==> src/rtl/fbs_pkg.sv <==
// package: table geometry, codes and controller/datapath interface types
`default_nettype none
package fbs_pkg;

	localparam int MAX_BLOCKS = 16;
	localparam int SIZE_BITS  = 16;

	localparam int IDX_W   = (MAX_BLOCKS > 1) ? $clog2(MAX_BLOCKS) : 1;
	localparam int CNT_W   = $clog2(MAX_BLOCKS + 1);
	localparam int FIELD_W = 16;
	localparam int EIDX_W  = 4;
	localparam int MODE_W  = 2;
	localparam int BCNT_W  = 5;
	localparam int CFG_IDX_W  = 4;
	localparam int CFG_DATA_W = 5;

	localparam logic OP_WRITE = 1'b0;
	localparam logic OP_QUERY = 1'b1;

	localparam logic [MODE_W-1:0] MODE_FIRST = 2'd0;
	localparam logic [MODE_W-1:0] MODE_BEST  = 2'd1;
	localparam logic [MODE_W-1:0] MODE_WORST = 2'd2;

	localparam logic [CFG_IDX_W-1:0] REG_FIT_MODE    = 4'd0;
	localparam logic [CFG_IDX_W-1:0] REG_BLOCK_COUNT = 4'd1;

	typedef struct packed {
		logic             wr_en;
		logic             start;
		logic             rd_en;
		logic [IDX_W-1:0] rd_addr;
		logic             eval;
		logic             finish;
	} cmd_t;

	typedef struct packed {
		logic             stop;
		logic             out_busy;
		logic [CNT_W-1:0] limit;
	} sts_t;

endpackage
`default_nettype wire

==> src/rtl/fbs_item_if.sv <==
// interface: input item channel
`default_nettype none
interface fbs_item_if import fbs_pkg::*; ();
	logic               valid;
	logic               ready;
	logic               op;
	logic [EIDX_W-1:0]  entry_index;
	logic [FIELD_W-1:0] entry_size;
	logic [FIELD_W-1:0] request_size;

	modport source (output valid, op, entry_index, entry_size, request_size, input ready);
	modport sink   (input valid, op, entry_index, entry_size, request_size, output ready);
endinterface
`default_nettype wire

==> src/rtl/fbs_result_if.sv <==
// interface: result channel
`default_nettype none
interface fbs_result_if import fbs_pkg::*; ();
	logic               valid;
	logic               ready;
	logic               found;
	logic [EIDX_W-1:0]  chosen_index;
	logic [FIELD_W-1:0] chosen_size;
	logic [FIELD_W-1:0] leftover;

	modport source (output valid, found, chosen_index, chosen_size, leftover, input ready);
	modport sink   (input valid, found, chosen_index, chosen_size, leftover, output ready);
endinterface
`default_nettype wire

==> src/rtl/fbs_cfg_if.sv <==
// interface: configuration write channel
`default_nettype none
interface fbs_cfg_if import fbs_pkg::*; ();
	logic                  valid;
	logic                  ready;
	logic [CFG_IDX_W-1:0]  index;
	logic [CFG_DATA_W-1:0] data;

	modport source (output valid, index, data, input ready);
	modport sink   (input valid, index, data, output ready);
endinterface
`default_nettype wire

==> src/rtl/fbs_dp.sv <==
// datapath: size table, scan compare, pick registers, config and result register
`default_nettype none
module fbs_dp import fbs_pkg::*; (
	input  wire logic          clk,
	input  wire logic          arst_n,
	input  wire cmd_t          cmd,
	output sts_t               sts,
	input  wire logic [EIDX_W-1:0]  entry_index,
	input  wire logic [FIELD_W-1:0] entry_size,
	input  wire logic [FIELD_W-1:0] request_size,
	fbs_cfg_if.sink            cfg,
	fbs_result_if.source       result
);

	logic [SIZE_BITS-1:0] mem [MAX_BLOCKS];
	logic [SIZE_BITS-1:0] rd_size_s1;
	logic [IDX_W-1:0]     ev_idx_s1;

	logic [MODE_W-1:0]    fit_mode_q;
	logic [BCNT_W-1:0]    block_count_q;

	logic [SIZE_BITS-1:0] req_q;
	logic                 hit_q;
	logic [IDX_W-1:0]     pick_q;
	logic [SIZE_BITS-1:0] pick_size_q;

	logic                 out_valid_q;
	logic                 found_q;
	logic [EIDX_W-1:0]    chosen_index_q;
	logic [FIELD_W-1:0]   chosen_size_q;
	logic [FIELD_W-1:0]   leftover_q;

	logic                 fits;
	logic                 take;

	// config registers; the user must write them only while idle, the block itself does not enforce it
	assign cfg.ready = 1'b1;

	always_ff @(posedge clk or negedge arst_n) begin
		if (!arst_n) begin
			fit_mode_q    <= MODE_FIRST;
			block_count_q <= '0;
		end else if (cfg.valid) begin
			case (cfg.index)
				REG_FIT_MODE:    fit_mode_q    <= cfg.data[MODE_W-1:0];
				REG_BLOCK_COUNT: block_count_q <= cfg.data[BCNT_W-1:0];
				default: ;
			endcase
		end
	end

	// saturate the entry count to the table depth
	assign sts.limit = (32'(block_count_q) > MAX_BLOCKS) ? CNT_W'(MAX_BLOCKS)
	                                                     : CNT_W'(block_count_q);

	// size table, one write or one registered read per cycle
	always_ff @(posedge clk) begin
		if (cmd.wr_en && (32'(entry_index) < MAX_BLOCKS)) begin
			mem[IDX_W'(entry_index)] <= SIZE_BITS'(entry_size);
		end
		if (cmd.rd_en) begin
			rd_size_s1 <= mem[cmd.rd_addr];
			ev_idx_s1  <= cmd.rd_addr;
		end
	end

	assign fits = (rd_size_s1 >= req_q);
	assign take = fits && (!hit_q
	              || ((fit_mode_q == MODE_BEST)  && (rd_size_s1 < pick_size_q))
	              || ((fit_mode_q == MODE_WORST) && (rd_size_s1 > pick_size_q)));

	// first fit ends at the first entry that is large enough
	assign sts.stop = cmd.eval && fits && !hit_q
	                  && (fit_mode_q != MODE_BEST) && (fit_mode_q != MODE_WORST);

	always_ff @(posedge clk or negedge arst_n) begin
		if (!arst_n) begin
			hit_q <= 1'b0;
		end else if (cmd.start) begin
			hit_q <= 1'b0;
		end else if (cmd.eval && take) begin
			hit_q <= 1'b1;
		end
	end

	always_ff @(posedge clk) begin
		if (cmd.start) begin
			req_q <= SIZE_BITS'(request_size);
		end
		if (cmd.eval && take) begin
			pick_q      <= ev_idx_s1;
			pick_size_q <= rd_size_s1;
		end
	end

	// result register
	assign sts.out_busy = out_valid_q && !result.ready;

	always_ff @(posedge clk or negedge arst_n) begin
		if (!arst_n) begin
			out_valid_q <= 1'b0;
		end else if (cmd.finish) begin
			out_valid_q <= 1'b1;
		end else if (result.ready) begin
			out_valid_q <= 1'b0;
		end
	end

	always_ff @(posedge clk) begin
		if (cmd.finish) begin
			found_q        <= hit_q;
			chosen_index_q <= hit_q ? EIDX_W'(pick_q) : '0;
			chosen_size_q  <= hit_q ? FIELD_W'(pick_size_q) : '0;
			leftover_q     <= hit_q ? FIELD_W'(pick_size_q - req_q) : '0;
		end
	end

	assign result.valid        = out_valid_q;
	assign result.found        = found_q;
	assign result.chosen_index = chosen_index_q;
	assign result.chosen_size  = chosen_size_q;
	assign result.leftover     = leftover_q;

endmodule
`default_nettype wire

==> src/rtl/fbs_ctrl.sv <==
// controller: accepts items and sequences the table scan
`default_nettype none
module fbs_ctrl import fbs_pkg::*; (
	input  wire logic clk,
	input  wire logic arst_n,
	input  wire logic item_valid,
	input  wire logic item_op,
	output logic      item_ready,
	output cmd_t      cmd,
	input  wire sts_t sts
);

	typedef enum logic [3:0] {
		ST_IDLE  = 4'b0001,
		ST_SCAN  = 4'b0010,
		ST_DRAIN = 4'b0100,
		ST_DONE  = 4'b1000
	} state_t;

	state_t           state_q;
	state_t           state_d;
	logic [CNT_W-1:0] cnt_q;
	logic [CNT_W-1:0] cnt_d;
	logic             accept;

	assign item_ready = (state_q == ST_IDLE);
	assign accept     = item_valid && item_ready;

	always_comb begin
		state_d     = state_q;
		cnt_d       = cnt_q;
		cmd         = '0;
		cmd.rd_addr = cnt_q[IDX_W-1:0];
		case (state_q)
			ST_IDLE: begin
				if (accept && (item_op == OP_WRITE)) begin
					cmd.wr_en = 1'b1;
				end else if (accept) begin
					cmd.start = 1'b1;
					cnt_d     = '0;
					state_d   = (sts.limit == '0) ? ST_DONE : ST_SCAN;
				end
			end
			ST_SCAN: begin
				// read entry cnt while the entry before it is compared
				cmd.rd_en = 1'b1;
				cmd.eval  = (cnt_q != '0);
				cnt_d     = cnt_q + 1'b1;
				if (cmd.eval && sts.stop) begin
					state_d = ST_DONE;
				end else if (cnt_d == sts.limit) begin
					state_d = ST_DRAIN;
				end
			end
			ST_DRAIN: begin
				cmd.eval = 1'b1;
				state_d  = ST_DONE;
			end
			ST_DONE: begin
				if (!sts.out_busy) begin
					cmd.finish = 1'b1;
					state_d    = ST_IDLE;
				end
			end
			default: begin
				state_d = ST_IDLE;
			end
		endcase
	end

	always_ff @(posedge clk or negedge arst_n) begin
		if (!arst_n) begin
			state_q <= ST_IDLE;
			cnt_q   <= '0;
		end else begin
			state_q <= state_d;
			cnt_q   <= cnt_d;
		end
	end

	a_rd_in_range: assert property (@(posedge clk) disable iff (!arst_n)
		cmd.rd_en |-> (32'(cmd.rd_addr) < 32'(sts.limit)))
		else $error("table read beyond block count");

	a_finish_free: assert property (@(posedge clk) disable iff (!arst_n)
		cmd.finish |-> !sts.out_busy)
		else $error("result loaded over a waiting result");

	a_empty_scan: assert property (@(posedge clk) disable iff (!arst_n)
		(cmd.start && (sts.limit == '0)) |=> (state_q == ST_DONE))
		else $error("empty scan did not go straight to result");

	a_no_write_busy: assert property (@(posedge clk) disable iff (!arst_n)
		cmd.wr_en |-> ($past(state_d) == ST_IDLE || state_q == ST_IDLE))
		else $error("table written outside idle");

endmodule
`default_nettype wire

==> src/rtl/fit_block_selector.sv <==
// top level: free-block fit selector (first, best or worst fit)
//
// channels: item (sink) carries write beats (op 0: entry_index, entry_size)
// and query beats (op 1: request_size); result (source) carries one beat per
// query with found, chosen_index, chosen_size and leftover; cfg (sink) writes
// register 0 fit_mode or register 1 block_count, always ready
// a write beat is taken while idle, where item ready stays high, so write
// beats can follow back to back; a query scans the table one entry per cycle
// through the single read port of the size table, with the compare in the
// cycle after the read; with L = min(block_count, 16), a query runs SCAN over
// L entries, DRAIN for the last compare and DONE to load the result register
// and return to idle (DONE at once when L is 0); first fit ends the scan at its hit
// reset clears the config registers and control, the table stays undefined
// until written; entries scanned by a query must have been written
// when the receiver stalls the finished result holds in the output register,
// write beats are still taken, one more query is scanned and its result waits
// for the slot with item ready low until the held beat leaves
`default_nettype none
module fit_block_selector import fbs_pkg::*; (
	input  wire logic    clk,
	input  wire logic    arst_n,
	fbs_item_if.sink     item,
	fbs_result_if.source result,
	fbs_cfg_if.sink      cfg
);

	cmd_t cmd;
	sts_t sts;

	// sequencer: item handshake and scan stepping
	fbs_ctrl u_ctrl (
		.clk        (clk),
		.arst_n     (arst_n),
		.item_valid (item.valid),
		.item_op    (item.op),
		.item_ready (item.ready),
		.cmd        (cmd),
		.sts        (sts)
	);

	// table, compare and pick registers, result register
	fbs_dp u_dp (
		.clk          (clk),
		.arst_n       (arst_n),
		.cmd          (cmd),
		.sts          (sts),
		.entry_index  (item.entry_index),
		.entry_size   (item.entry_size),
		.request_size (item.request_size),
		.cfg          (cfg),
		.result       (result)
	);

endmodule
`default_nettype wire
==> src/flat_wrapper.sv <==
// flat-port wrapper written by rule: the top's interface ports become plain ports
module fit_block_selector_flat import fbs_pkg::*;
  (clk, arst_n, item_valid, item_op, item_entry_index, item_entry_size, item_request_size, item_ready, result_valid, result_found, result_chosen_index, result_chosen_size, result_leftover, result_ready, cfg_valid, cfg_index, cfg_data, cfg_ready);
  fbs_item_if item_i ();
  fbs_result_if result_i ();
  fbs_cfg_if cfg_i ();
  input  wire logic clk;
  input  wire logic arst_n;
  input wire logic [$bits(item_i.valid)-1:0] item_valid;
  input wire logic [$bits(item_i.op)-1:0] item_op;
  input wire logic [$bits(item_i.entry_index)-1:0] item_entry_index;
  input wire logic [$bits(item_i.entry_size)-1:0] item_entry_size;
  input wire logic [$bits(item_i.request_size)-1:0] item_request_size;
  output wire logic [$bits(item_i.ready)-1:0] item_ready;
  output wire logic [$bits(result_i.valid)-1:0] result_valid;
  output wire logic [$bits(result_i.found)-1:0] result_found;
  output wire logic [$bits(result_i.chosen_index)-1:0] result_chosen_index;
  output wire logic [$bits(result_i.chosen_size)-1:0] result_chosen_size;
  output wire logic [$bits(result_i.leftover)-1:0] result_leftover;
  input wire logic [$bits(result_i.ready)-1:0] result_ready;
  input wire logic [$bits(cfg_i.valid)-1:0] cfg_valid;
  input wire logic [$bits(cfg_i.index)-1:0] cfg_index;
  input wire logic [$bits(cfg_i.data)-1:0] cfg_data;
  output wire logic [$bits(cfg_i.ready)-1:0] cfg_ready;
  assign item_i.valid = item_valid;
  assign item_i.op = item_op;
  assign item_i.entry_index = item_entry_index;
  assign item_i.entry_size = item_entry_size;
  assign item_i.request_size = item_request_size;
  assign item_ready = item_i.ready;
  assign result_valid = result_i.valid;
  assign result_found = result_i.found;
  assign result_chosen_index = result_i.chosen_index;
  assign result_chosen_size = result_i.chosen_size;
  assign result_leftover = result_i.leftover;
  assign result_i.ready = result_ready;
  assign cfg_i.valid = cfg_valid;
  assign cfg_i.index = cfg_index;
  assign cfg_i.data = cfg_data;
  assign cfg_ready = cfg_i.ready;
  fit_block_selector u_core (.clk(clk), .arst_n(arst_n), .item(item_i), .result(result_i), .cfg(cfg_i));
endmodule
==> config.mk <==
export PLATFORM = sky130hd
export DESIGN_NAME = fit_block_selector_flat
export DESIGN_NICKNAME = d
export VERILOG_FILES = /design/src/rtl/fbs_pkg.sv /design/src/rtl/fbs_item_if.sv /design/src/rtl/fbs_result_if.sv /design/src/rtl/fbs_cfg_if.sv /design/src/rtl/fbs_dp.sv /design/src/rtl/fbs_ctrl.sv /design/src/rtl/fit_block_selector.sv /design/src/flat_wrapper.sv
export SDC_FILE = /design/constraint.sdc
export NUM_CORES = 1
export LEC_CHECK = 0
export ABC_AREA = 1
export BUFFER_PORTS_ARGS = -buffer_cell sky130_fd_sc_hd__buf_2
export CAP_MARGIN = 10
export CORE_ASPECT_RATIO = 0.75
export CORE_UTILIZATION = 46
export CTS_BUF_LIST = sky130_fd_sc_hd__clkbuf_16
export DETAILED_ROUTE_END_ITERATION = 8
export PLACE_DENSITY = 0.66
export SLEW_MARGIN = 20
export SYNTH_ARGS = -nofsm -noshare
export SYNTH_HDL_FRONTEND = slang
export SYNTH_SLANG_ARGS = --single-unit
==> constraint.sdc <==
create_clock -name clk -period 3.1 [get_ports clk]
set_clock_uncertainty 0.15 [all_clocks]
set_input_delay 0.31 -clock clk [delete_from_list [all_inputs] [get_ports clk]]
set_output_delay 0.31 -clock clk [all_outputs]
set_load 0.05 [all_outputs]
; After elaboration in Yosys (flattened, before gate mapping)
; Memories as Yosys holds them, arrays and structs flattened. A register that Yosys moved wholly into a read port is not among the register bits.
; Index checks and enable logic that the tools add are counted.
[op_classes]
muxes = 25
magnitude_cmp = 4
eq_ne = 14
n_bitwise = 1
n_reduce_logical = 26
addsub = 2
[op_table]
columns = operator, count
row1 = $mux 4, 6
row2 = $ge 16x16->1, 1
row3 = $gt 16x16->1, 1
row4 = $lt 16x16->1, 1
row5 = $pmux 4 s4, 1
row6 = $sub 16x16->16, 1
row7 = $mux 5, 3
row8 = $logic_and 1x1->1, 12
row9 = $mux 1, 12
row10 = $pmux 5 s2, 1
row11 = $eq 4x1->1 const B, 2
row12 = $ne 2x2->1 const B, 3
row13 = $reduce_bool 2->1, 3
row14 = $add 5x1->5 const B, 1
row15 = $eq 5x5->1, 1
row16 = $gt 5x5->1 const B, 1
row17 = $logic_not 5->1, 1
row18 = $reduce_bool 5->1, 1
row19 = $eq 4x2->1 const B, 1
row20 = $eq 4x3->1 const B, 1
row21 = $eq 4x4->1 const B, 1
row22 = $logic_not 4->1, 1
row23 = $ne 2x1->1 const B, 2
row24 = $reduce_and 2->1, 2
row25 = other kinds (10), 12
[totals]
reg_bits = 95
memories = 1
in_bits = 51
mem_bits_rw = 256
word_cells = 87
[mem_list]
columns = memory, words, word_bits, read_ports, rd_clocked_by_memory_dff, wr, line
row1 = u_core.u_dp.mem, 16, 16, 1, 1, 1, fbs_dp.sv:15  ; logic [SIZE_BITS-1:0] mem [MAX_BLOCKS];

; Longest topological paths before layout
; Gate-level depths: netlist (run 1).
[depth]
ltp_word = 9
mapped_depth = 15
depth_no_buf = 15

; Hierarchy
; Synthesis (run 1) repeated with hierarchy kept, for this count alone.
[hier_totals]
cells_unflattened = 1298
hier_area_um2 = 16143.0
[modules_own_cells]
columns = module, instances, area_each_um2, cells_per_inst
row1 = fbs_dp, 1, 15363.5, 1186
row2 = fbs_ctrl, 1, 779.5, 112

; Worst setup path after synthesis (run 1)
; No wires, ideal clock.
[synth_path]
kind = register -> register
startpoint = register u_core.u_ctrl.cnt_q[0]
endpoint = register u_core.u_dp.pick_q[0], enable pin
stages_incl_launch_ff = 11
t_arrival_ps = 2455
path_buffers = 3
path_slack_ps = 91
required_time_ps = 2546
cell_sequence = dfrtp_1 buf_2 inv_2 buf_4 buf_2 ha_1 nand3_1 nor2_1 o21ai_1 nand2_1 a21oi_1
[synth_via]
elab_chain_cells = 3
[synth_rtl]
columns = item, line
row1 = from (decl), fbs_ctrl.sv:22  ; logic [CNT_W-1:0] cnt_q;
row2 = from (signal assigned), fbs_ctrl.sv:77  ; cnt_q <= cnt_d;
row3 = $reduce_bool 5->1, fbs_ctrl.sv:47  ; cmd.eval = (cnt_q != '0);
row4 = $pmux 1 s2, fbs_ctrl.sv:34  ; case (state_q)
row5 = $logic_and 1x1->1, fbs_dp.sv:90  ; if (cmd.eval && take) begin
row6 = to (signal assigned), fbs_dp.sv:91  ; pick_q <= ev_idx_s1;
row7 = to (decl), fbs_dp.sv:24  ; logic [IDX_W-1:0] pick_q;
; No other way between the ends.
; A chain may end at the register's enable or synchronous reset.

; Worst setup path after layout (run 1)
[layout_path]
startpoint = register u_core.u_dp.req_q[0]
endpoint = register u_core.u_dp.leftover_q[10], in the netlist u_core.u_dp.result.leftover[10] (data pin)
[layout_via]
elab_chain_cells = 1
[layout_rtl]
columns = item, line
row1 = from (decl), fbs_dp.sv:22  ; logic [SIZE_BITS-1:0] req_q;
row2 = from (signal assigned), fbs_dp.sv:88  ; req_q <= SIZE_BITS'(request_size);
row3 = $sub 16x16->16, fbs_dp.sv:114  ; leftover_q <= hit_q ? FIELD_W'(pick_size_q - req_q) : '0;
row4 = to (signal assigned), fbs_dp.sv:114
row5 = to (decl), fbs_dp.sv:31  ; logic [FIELD_W-1:0] leftover_q;
; No other way between the ends.

==> results of run 1 <==
[timing repair]
| action | in CTS | in global routing |
|---|---|---|
| setup endpoints to repair | 0 | 0 |
| hold endpoints to repair | 43 | 0 |
| hold buffers | 28 | 0 |
[flip-flops by register name, indices dropped and copies added, names as in the netlist, 2 cells and up]
register,cells
u_core.u_ctrl.cnt_q,5
u_core.u_ctrl.state_q,4
u_core.u_dp.block_count_q,5
u_core.u_dp.ev_idx_s1,4
u_core.u_dp.fit_mode_q,2
u_core.u_dp.mem,256
u_core.u_dp.pick_q,4
u_core.u_dp.pick_size_q,16
u_core.u_dp.rd_size_s1,16
u_core.u_dp.req_q,16
u_core.u_dp.result.chosen_index,4
u_core.u_dp.result.chosen_size,16
u_core.u_dp.result.leftover,16
[through the flow]
step | util | cells
2_1_floorplan | - | 1244
3_3_place_gp | 0.505 | 1756
3_5_place_dp | 0.505 | 1756
6_report | 0.549 | 1849
4_1_cts | 0.549 | 1849
5_1_grt | 0.549 | 1849
[power groups by stage]
stage	logic (mW)	clock network, mW	registers, mW
after global routing	3.00	4.52	5.87
after global placement	2.60	0	5.95
after CTS	2.68	4.34	5.86
final	2.68	4.28	5.85
after floorplan	1.78	0	5.97
after detailed placement	2.64	0	5.96
[logic make-up (layout without fill, tap and decap cells)]
group,after synthesis,count (layout),synth area share
and+or+nand+nor,401,401,0.107
AOI/OAI and AO/OA,269,269,0.0999
other,1,1,0.000243
DFF,367,367,0.709
adders and majority gates,50,50,0.0411
xor gates and xnor gates,4,4,0.00227
buffers and inverters,150,313,0.0388
muxes,2,2,0.00146
[final cells by class]
cell class	count	area, µm²	area share
flip-flops and latches	367	10900	0.610
repair buffers	152	1010	0.0565
clock buffers	38	951	0.0531
multi-input cells	727	3910	0.218
inverters	96	362	0.0202
clock inverters	27	200	0.0112
well taps	442	553	0.0309
[cell usage after synthesis, drive strengths merged, types with 2 or more instances]
| master | instances |
|---|---|
| xor2 | 3 |
| buf | 24 |
| ha | 49 |
| nand3 | 44 |
| edfxtp | 349 |
| nand2 | 207 |
| nor3 | 6 |
| nand4 | 16 |
| o21ai | 114 |
| mux2 | 2 |
| a221oi | 21 |
| o22ai | 24 |
| o21a | 3 |
| inv | 96 |
| clkbuf | 30 |
| nand3b | 4 |
| a21o | 2 |
| dfrtp | 17 |
| o221ai | 12 |
| nor2 | 122 |
| o21bai | 2 |
| o211ai | 3 |
| a21oi | 85 |
[worst max path at each step]
stage / from / cells past startpoint / end
after CTS: u_core.u_ctrl.state_q[0] / 7 / u_core.u_dp.mem[3][0]
after global routing: u_core.u_ctrl.state_q[0] / 7 / u_core.u_dp.mem[6][1]
after floorplan: u_core.u_ctrl.cnt_q[0] / 10 / u_core.u_dp.pick_q[0]
after detailed placement: u_core.u_ctrl.state_q[0] / 7 / u_core.u_dp.mem[3][0]
after global placement: u_core.u_dp.req_q[0] / 11 / u_core.u_dp.result.leftover[10]
final: u_core.u_dp.req_q[0] / 11 / u_core.u_dp.result.leftover[10]
[metal layers]
layer  vias to the layer above  part of all wire  track usage
met5                         -                 0            0
met4                         0             0.021       0.0656
met3                        53             0.081       0.0385
met2                       394              0.43        0.324
met1                      4898              0.47        0.334
li1                       4770                 -            -
[worst max-delay path: stages, from the launching register on]
cell and delay (ns):
edfxtp_1 0.43, ha_1 0.27, fa_1 0.41, inv_1 0.09
nand3_1 0.07, nand2_1 0.14, a21boi_1 0.11, o21ai_1 0.24
inv_1 0.08, o21bai_1 0.19, o21ai_1 0.09, a21oi_1 0.13
==> impl_metrics.yaml, run 1 <==
status:
  outcome: "complete, no violations"
power_and_ir_drop:
  p_leak_nw: 6.89
  power.share.sequential: 0.457
  switching_share: 0.300
  vdd_drop_max_v: 0.000572
  intPower_mw: 8.97
  comb_power_share: 0.209
  p_clk_frac: 0.334
  p_switching_mw: 3.85
  power_mw: 12.8
  p_per_area_nw_per_um2: 715
final_layout:
  drive_above_1_share: 0.135
  antennaDiodeCount: 0
  mostFrequentLayoutCells: "edfxtp_1, nand2_1, nor2_1"
  syn2layout_area_growth_pct: 16.2
  fillerInstances: 2803
  final_cell_area_um2: 17900
  mostFrequentLayoutCell: "edfxtp_1"
  layout.nets: 1481
timing:
  rsz0062_at_grt: "no"
  hold_viol_final: 0
  fin_crit_sh: 0.819
  tightest_slew_ns: 0.622
  fin_ws_ns: 0.562
  min_period_ns: 2.54
  whs_ns: 0.0158
  slew_violations: 0
  setup_viol: 0
  slew_headroom: 0.585
  max_clock_freq_ghz: 0.394
  setup_tns_ns: 0
die:
  fp.dieH_um: 161
  core.rowCount: 57
  die_area_um2: 34300
  ios: 91
  start_util: 0.472
  core_area_um2: 32700
  die_x_um: 213
critical_path:
  critPathKind: "flop to flop"
  critPathArrivalTime_ns: 2.78
  reg2reg_depth: 11
  critPathMaxFanout: 4
  rrSetupSlack_ns: 0.56
  worst_setup_path_start_kind: "flop"
  cp_data_required_time_ns: 3.34
  reg2reg_to: "u_core.u_dp.result.leftover[10]"
  endpoint_kind: "flop"
  r2r-start: "u_core.u_dp.req_q[0]"
min_path:
  hold_class: "input port to flop"
  whs_endpoint: "u_core.u_ctrl.state_q[0]"
  hold_path_depth: 4
  hp-start: "item_op"
drt:
  drc_errors: 0
  ant_nets: 0
  vias_per_cell: 5.47
  firstDrtPassIters: 5
  wirelength_um: 36600
  routedWlPerCell_um: 19.8
  drt_iter0_markers: 1136
  vias: 10100
cts:
  h-tree-depth: 2
  cts_buffers: 36
  clock_latency_ns: 0.54
  cts_setup_buffers: 0
  cts.clk_slew.worst_paths_ns: 0.06
  cts_tree: "built"
  cts_resized: 0
  cts.path.max_buffers: 3
  root_buffer: "clkbuf_16"
  clock-sinks: 367
logic_synthesis:
  synth.net_count: 1345
  netlist_area_um2: 15400
  synth_edf_count: 349
  ys_types: 41
  yosysTopAreaCellShare: 0.680
  ys.flop_type: "edfxtp_1"
  synth_cells: 1244
  synth_area_per_cell_um2: 12.4
  ys_ff_latch: 367
  yosys_warnings: 0
  seq_area_frac_synth: 0.709
  ys_async_sr_fraction: 0.0490
  yosys.area.top_type: "edfxtp_1"
  synth_area_leaders: "edfxtp_1, nand2_1, ha_1"
global_routing:
  grt_max_degree: 135
  track_usage: 0.220
  grt_pass1_vias: 9889
  grt_overflow: 0
  antenna_found_initial: 0
  grt_pass1_wl_um: 56500
placed_design:
  dp_slack_ns: 0.599
  dpl.hpwl_um: 23500
  numPortBuffers: 89
  dpl_cell_area_um2: 16500
  gp_congestion: 0.837
run:
  cap_viol_max_count: 0
Power figures use the tool's default switching activity.
==> run 2, diff against run 1 <==
Settings changed: ABC_AREA 1 to 0, PLACE_DENSITY 0.66 to 0.64.
Clock period 3.1 ns to 2.6 ns, I/O delays scaled along.
==> impl_metrics.yaml, run 2 <==
status:
  outcome: "finished, violations left"
  violations: "negative setup slack"
logic_synthesis:
  synth_area_per_cell_um2: 16.1
  ys_ff_latch: 367
  synth_area_leaders: "edfxtp_1, mux4_2, ha_1"
  yosys.area.top_type: "edfxtp_1"
  synth_edf_count: 349
  seq_area_frac_synth: 0.709
  yosysTopAreaCellShare: 0.680
  yosys_warnings: 0
  synth.net_count: 1061
  synth_most_common_cell: "edfxtp_1"
  ys_async_sr_fraction: 0.0490
  synth_cells: 960
  ys_types: 56
  ys.flop_type: "edfxtp_1"
  synthTopCellsByCount: "edfxtp_1, mux2i_1, ha_1"
  netlist_area_um2: 15400
critical_path:
  critPathMaxFanout: 20
  r2r-start: "u_core.u_dp.rd_size_s1[9]"
  critPathKind: "flop to flop"
  startpoint: "u_core.u_dp.rd_size_s1[9]"
  critPathArrivalTime_ns: 2.83
  cp_data_required_time_ns: 2.68
  endpoint_kind: "flop"
  worst_setup_path_start_kind: "flop"
power_and_ir_drop:
  p_clk_frac: 0.341
  vdd_drop_max_v: 0.000599
  switching_share: 0.267
  power.share.sequential: 0.455
  power_mw: 15.1
  intPower_mw: 11.1
  p_leak_nw: 6.82
  p_per_area_nw_per_um2: 788
  p_switching_mw: 4.04
  comb_power_share: 0.204
global_routing:
  grt_pass1_wl_um: 54800
  grt_overflow: 0
  grt_pass1_vias: 9144
  track_usage: 0.218
  antenna_found_initial: 0
  grt_max_degree: 39
final_layout:
  layout.nets: 1284
  fillerInstances: 2540
  syn2layout_area_growth_pct: 24.5
  largest_register_ffs: 256
  mostFrequentLayoutCell: "edfxtp_1"
  regMostFlops: "u_core.u_dp.mem"
  final_cell_area_um2: 19200
  antennaDiodeCount: 0
  regArea_um2: 10900
  multi_input_area_um2: 4560
  mostFrequentLayoutCells: "edfxtp_1, buf_2, buf_4"
  drive_above_1_share: 0.272
drt:
  vias_per_cell: 5.58
  drt_iter0_markers: 876
  ant_nets: 0
  vias: 9216
  routedWlPerCell_um: 22.1
  drc_errors: 0
  firstDrtPassIters: 5
  wirelength_um: 36500
cts:
  cts_tree: "built"
  clock-sinks: 367
  cts_buffers: 36
  cts.path.max_buffers: 3
  clock_latency_ns: 0.54
  root_buffer: "clkbuf_16"
  h-tree-depth: 2
  cts.clk_slew.worst_paths_ns: 0.07
timing:
  slew_violations: 0
  hold_viol_final: 0
  setup_viol: 24
  tightest_slew_ns: 0.541
  fin_crit_sh: 1.06
  slew_headroom: 0.638
  fin_ws_ns: -0.150
  min_period_ns: 2.75
  max_clock_freq_ghz: 0.364
  rsz0062_at_grt: "yes"
placed_design:
  dpl_cell_area_um2: 17400
  gp_congestion: 0.849
  numPortBuffers: 89
  dpl.hpwl_um: 23200
min_path:
  hold_class: "input port to asynchronous set/reset pin"
run:
  cap_viol_max_count: 0
die:
  start_util: 0.472
  die_x_um: 213
  fp.dieH_um: 161
  ios: 91
  core.rowCount: 57
  core_area_um2: 32700
  die_area_um2: 34300
-- run 2: worst max-delay path, stage by stage (launching register included) --
cell,delay [ns]
edfxtp_1,0.43
ha_1,0.34
nand4_1,0.18
nor3_2,0.27
o21ai_1,0.11
o211ai_1,0.21
mux2_4,0.33
a211oi_4,0.20
buf_12,0.21
-- run 2: final cells by class --
| type | count | area share |
|---|---|---|
| clock inverter | 28 | 0.0132 |
| inverter | 45 | 0.00880 |
| clock buffer | 36 | 0.0469 |
| sequential | 367 | 0.570 |
| multi-input combinational | 513 | 0.237 |
| timing repair buffer | 220 | 0.0952 |
| tap | 442 | 0.0288 |
-- run 2: repair_timing --
| action | in CTS | in global routing |
|---|---|---|
| setup buffers | 3 | 1 |
| endpoints found under the setup margin | 27 | 29 |
| gates cloned | 0 | 0 |
| pin swaps | 6 | 11 |
| hold endpoints to repair | 298 | 0 |
| resized for setup | 24 | 21 |
| hold buffers | 43 | 0 |
-- run 2: power groups by stage --
stage	Sequential (mW)	Clock, mW	Combinational (mW)
6_report	6.88	5.15	3.09
5_1_grt	6.89	5.44	3.35
4_1_cts	6.87	5.23	3.04
3_5_place_dp	6.99	0	2.91
3_3_place_gp	6.99	0	2.87
2_1_floorplan	6.96	0	2.02
-- run 2: cells by family after synthesis --
logic type,share of synthesized area
flip-flops,0.709
AND/OR/NAND/NOR,0.0574
AO/OA/AOI/OAI,0.0687
multiplexers,0.0951
buffers and inverters,0.0205
adder cells (fa/ha/maj),0.0411
XOR/XNOR,0.00795
other,0.000243
-- run 2: per-layer routing --
layer / routed length (µm) / part of all wire / track usage
met4: 435 / 0.012 / 0.0442
met2: 15700 / 0.43 / 0.314
met1: 17700 / 0.49 / 0.344
met3: 2570 / 0.071 / 0.0411
met5: 0 / 0 / 0
-- run 2: stage by stage --
step / worst slack (ns) / cells / util / setup TNS (ns) / hold WS (ns)
finish: -0.150 / 1651 / 0.588 / -3.02 / 0.0450
floorplan: -0.149 / 960 / - / -2.98 / -0.186
global route: -0.228 / 1651 / 0.588 / -5.04 / 0.113
CTS: -0.114 / 1652 / 0.585 / -2.48 / 0.0351
detailed placement: -0.310 / 1542 / 0.532 / -4.94 / 0.0759
global placement: -0.282 / 1542 / 0.532 / -3.31 / 0.0717
-- run 2: worst paths after layout --
path / endpoint / slack, ns / depth (start not counted)
max in group asynchronous: u_core.u_ctrl.cnt_q[0] / 1.91 / 2
setup reg to reg: u_core.u_dp.pick_q[3] / -0.15 / 8
hold / removal: u_core.u_dp.block_count_q[3] / 0.04 / 2
hold reg to reg: u_core.u_dp.pick_q[0] / 0.27 / 0
min in group clk: u_core.u_dp.block_count_q[3] / 0.10 / 4
setup / recovery: u_core.u_dp.pick_q[3] / -0.15 / 8
==> run 3, diff against run 2 <==
Settings changed: CTS_BUF_LIST sky130_fd_sc_hd__clkbuf_16 to sky130_fd_sc_hd__clkbuf_8.
==> impl_metrics.yaml, run 3 (same netlist as run 2, synthesis figures left out) <==
global_routing:
  grt.busiest_layer: "met1"
  grt_overflow: 0
  grt_pass1_vias: 9354
  use_met1: 0.344
  grtUsageMet2: 0.321
  use_met3: 0.0446
  antenna_found_initial: 0
  grt_pass1_wl_um: 55800
  grt_max_degree: 39
  track_usage: 0.222
timing:
  max_clock_freq_ghz: 0.355
  fin_crit_sh: 1.08
  whs_ns: 0.0387
  fin_ws_ns: -0.220
  tightest_slew_ns: 0.837
  slew_violations: 0
  hold_viol_final: 0
  min_period_ns: 2.82
  setup_viol: 22
  rsz0062_at_grt: "yes"
  slew_headroom: 0.440
final_layout:
  fillerInstances: 2599
  fin_util: 0.587
  syn2layout_area_growth_pct: 24.4
  regMostFlops: "u_core.u_dp.mem"
  regArea_um2: 10900
  largest_register_ffs: 256
  multi_input_area_um2: 4550
  mostFrequentLayoutCells: "edfxtp_1, buf_2, inv_1"
  drive_above_1_share: 0.280
  antennaDiodeCount: 0
  layout.nets: 1311
  mostFrequentLayoutCell: "edfxtp_1"
critical_path:
  critPathMaxFanout: 10
  path_depth: 10
  endpoint_kind: "flop"
  crit_buf_inv: 3
  critPathArrivalTime_ns: 2.98
  cp_slowest_cell: "edfxtp_1"
  reg2reg_depth: 10
  worst_setup_path_start_kind: "flop"
  worstSetupEndpoint: "u_core.u_dp.pick_q[0]"
  cp_top_family: "compound AO/OA/AOI/OAI gates"
  path_cells: "ha_1 -> nand4_1 -> nor3_1 -> buf_4 -> a2111oi_4 -> o211ai_1 -> mux2_4 -> a211oi_4 -> buf_12 -> buf_12"
  critPathKind: "flop to flop"
  r2r-start: "u_core.u_dp.rd_size_s1[10]"
  reg2reg_to: "u_core.u_dp.pick_q[0]"
  cp_common_cell: "buf_12"
  worst_path_largest_cell_delay_ns: 0.43
  startpoint: "u_core.u_dp.rd_size_s1[10]"
  cp_data_required_time_ns: 2.76
  rrSetupSlack_ns: -0.22
cts:
  cts_buffers: 55
  cts_tree: "built"
  clock-sinks: 367
  root_buffer: "clkbuf_8"
  h-tree-depth: 2
  cts.path.max_buffers: 3
  cts.clk_slew.worst_paths_ns: 0.06
  clock_latency_ns: 0.62
die:
  core.rowCount: 57
  fp.dieH_um: 161
  die_x_um: 213
  die_area_um2: 34300
  ios: 91
  start_util: 0.472
  core_area_um2: 32700
drt:
  vias_per_cell: 5.49
  wirelength_um: 37100
  ant_nets: 0
  drc_errors: 0
  firstDrtPassIters: 5
  drt_iter0_markers: 859
  vias: 9306
  routedWlPerCell_um: 21.9
placed_design:
  gp_congestion: 0.849
  numPortBuffers: 89
  dpl.hpwl_um: 23200
min_path:
  hold_class: "input port to flop"
status:
  violations: "negative setup slack"
  outcome: "finished, violations left"
power_and_ir_drop:
  vdd_drop_max_v: 0.000460
  p_per_area_nw_per_um2: 754
  p_leak_nw: 6.89
run:
  cap_viol_max_count: 0
run 3: worst min-delay path by stage:
stage / from / slack, ns / cells after the start / to
floorplan: arst_n / -0.19 / 0 / u_core.u_ctrl.cnt_q[0]
global placement: arst_n / 0.07 / 1 / u_core.u_dp.block_count_q[3]
detailed placement: arst_n / 0.08 / 1 / u_core.u_dp.block_count_q[4]
CTS: cfg_index[1] / 0.002 / 4 / u_core.u_dp.block_count_q[0]
global route: cfg_index[1] / 0.06 / 4 / u_core.u_dp.block_count_q[0]
finish: cfg_index[1] / 0.04 / 4 / u_core.u_dp.block_count_q[0]
run 3: where the power goes:
group	total (mW)	internal [mW]	switching [mW]
clock network	4.47	2.24	2.23
registers	6.88	6.75	0.122
logic	3.10	1.41	1.69
total	14.4	10.4	4.05
run 3: layer usage:
layer,wire (µm),vias to the layer above
met1,18000,4698
met3,2490,47
li1,-,4257
met4,498,0
met2,16100,304
met5,0,-
run 3: layout make-up:
| cell class | count | share of cell area |
|---|---|---|
| well taps | 442 | 0.0288 |
| clock buffers | 57 | 0.0409 |
| clock inverters | 42 | 0.0123 |
| multi-input cells | 513 | 0.237 |
| flip-flops and latches | 367 | 0.570 |
| inverters | 45 | 0.00881 |
| repair buffers | 228 | 0.101 |
run 3: metrics by stage:
step                TNS (ns)  worst slack (ns)  total power [mW]  area, µm²  instances
finish                 -4.34            -0.220              14.4      19200       1694
global route           -6.62            -0.316              15.1      19200       1694
global placement       -3.31            -0.282              9.86      17400       1542
detailed placement     -4.94            -0.310              9.91      17400       1542
floorplan              -2.98            -0.149              8.98      15600        960
CTS                    -3.76            -0.188              14.5      19100       1693
run 3: repair_timing:
action                                  in CTS  in global routing
endpoints found under the setup margin      27                 29
endpoints found under the hold margin      298                  0
gates resized for setup                     31                 13
pin swaps                                   11                 11
setup buffers                                3                  1
hold buffers                                50                  0
cloned                                       1                  0
run 3: worst min-delay path, stage by stage:
cell and delay, ns:
buf_2 0.09, nor3_1 0.05, nand2_1 0.17, mux2_2 0.18
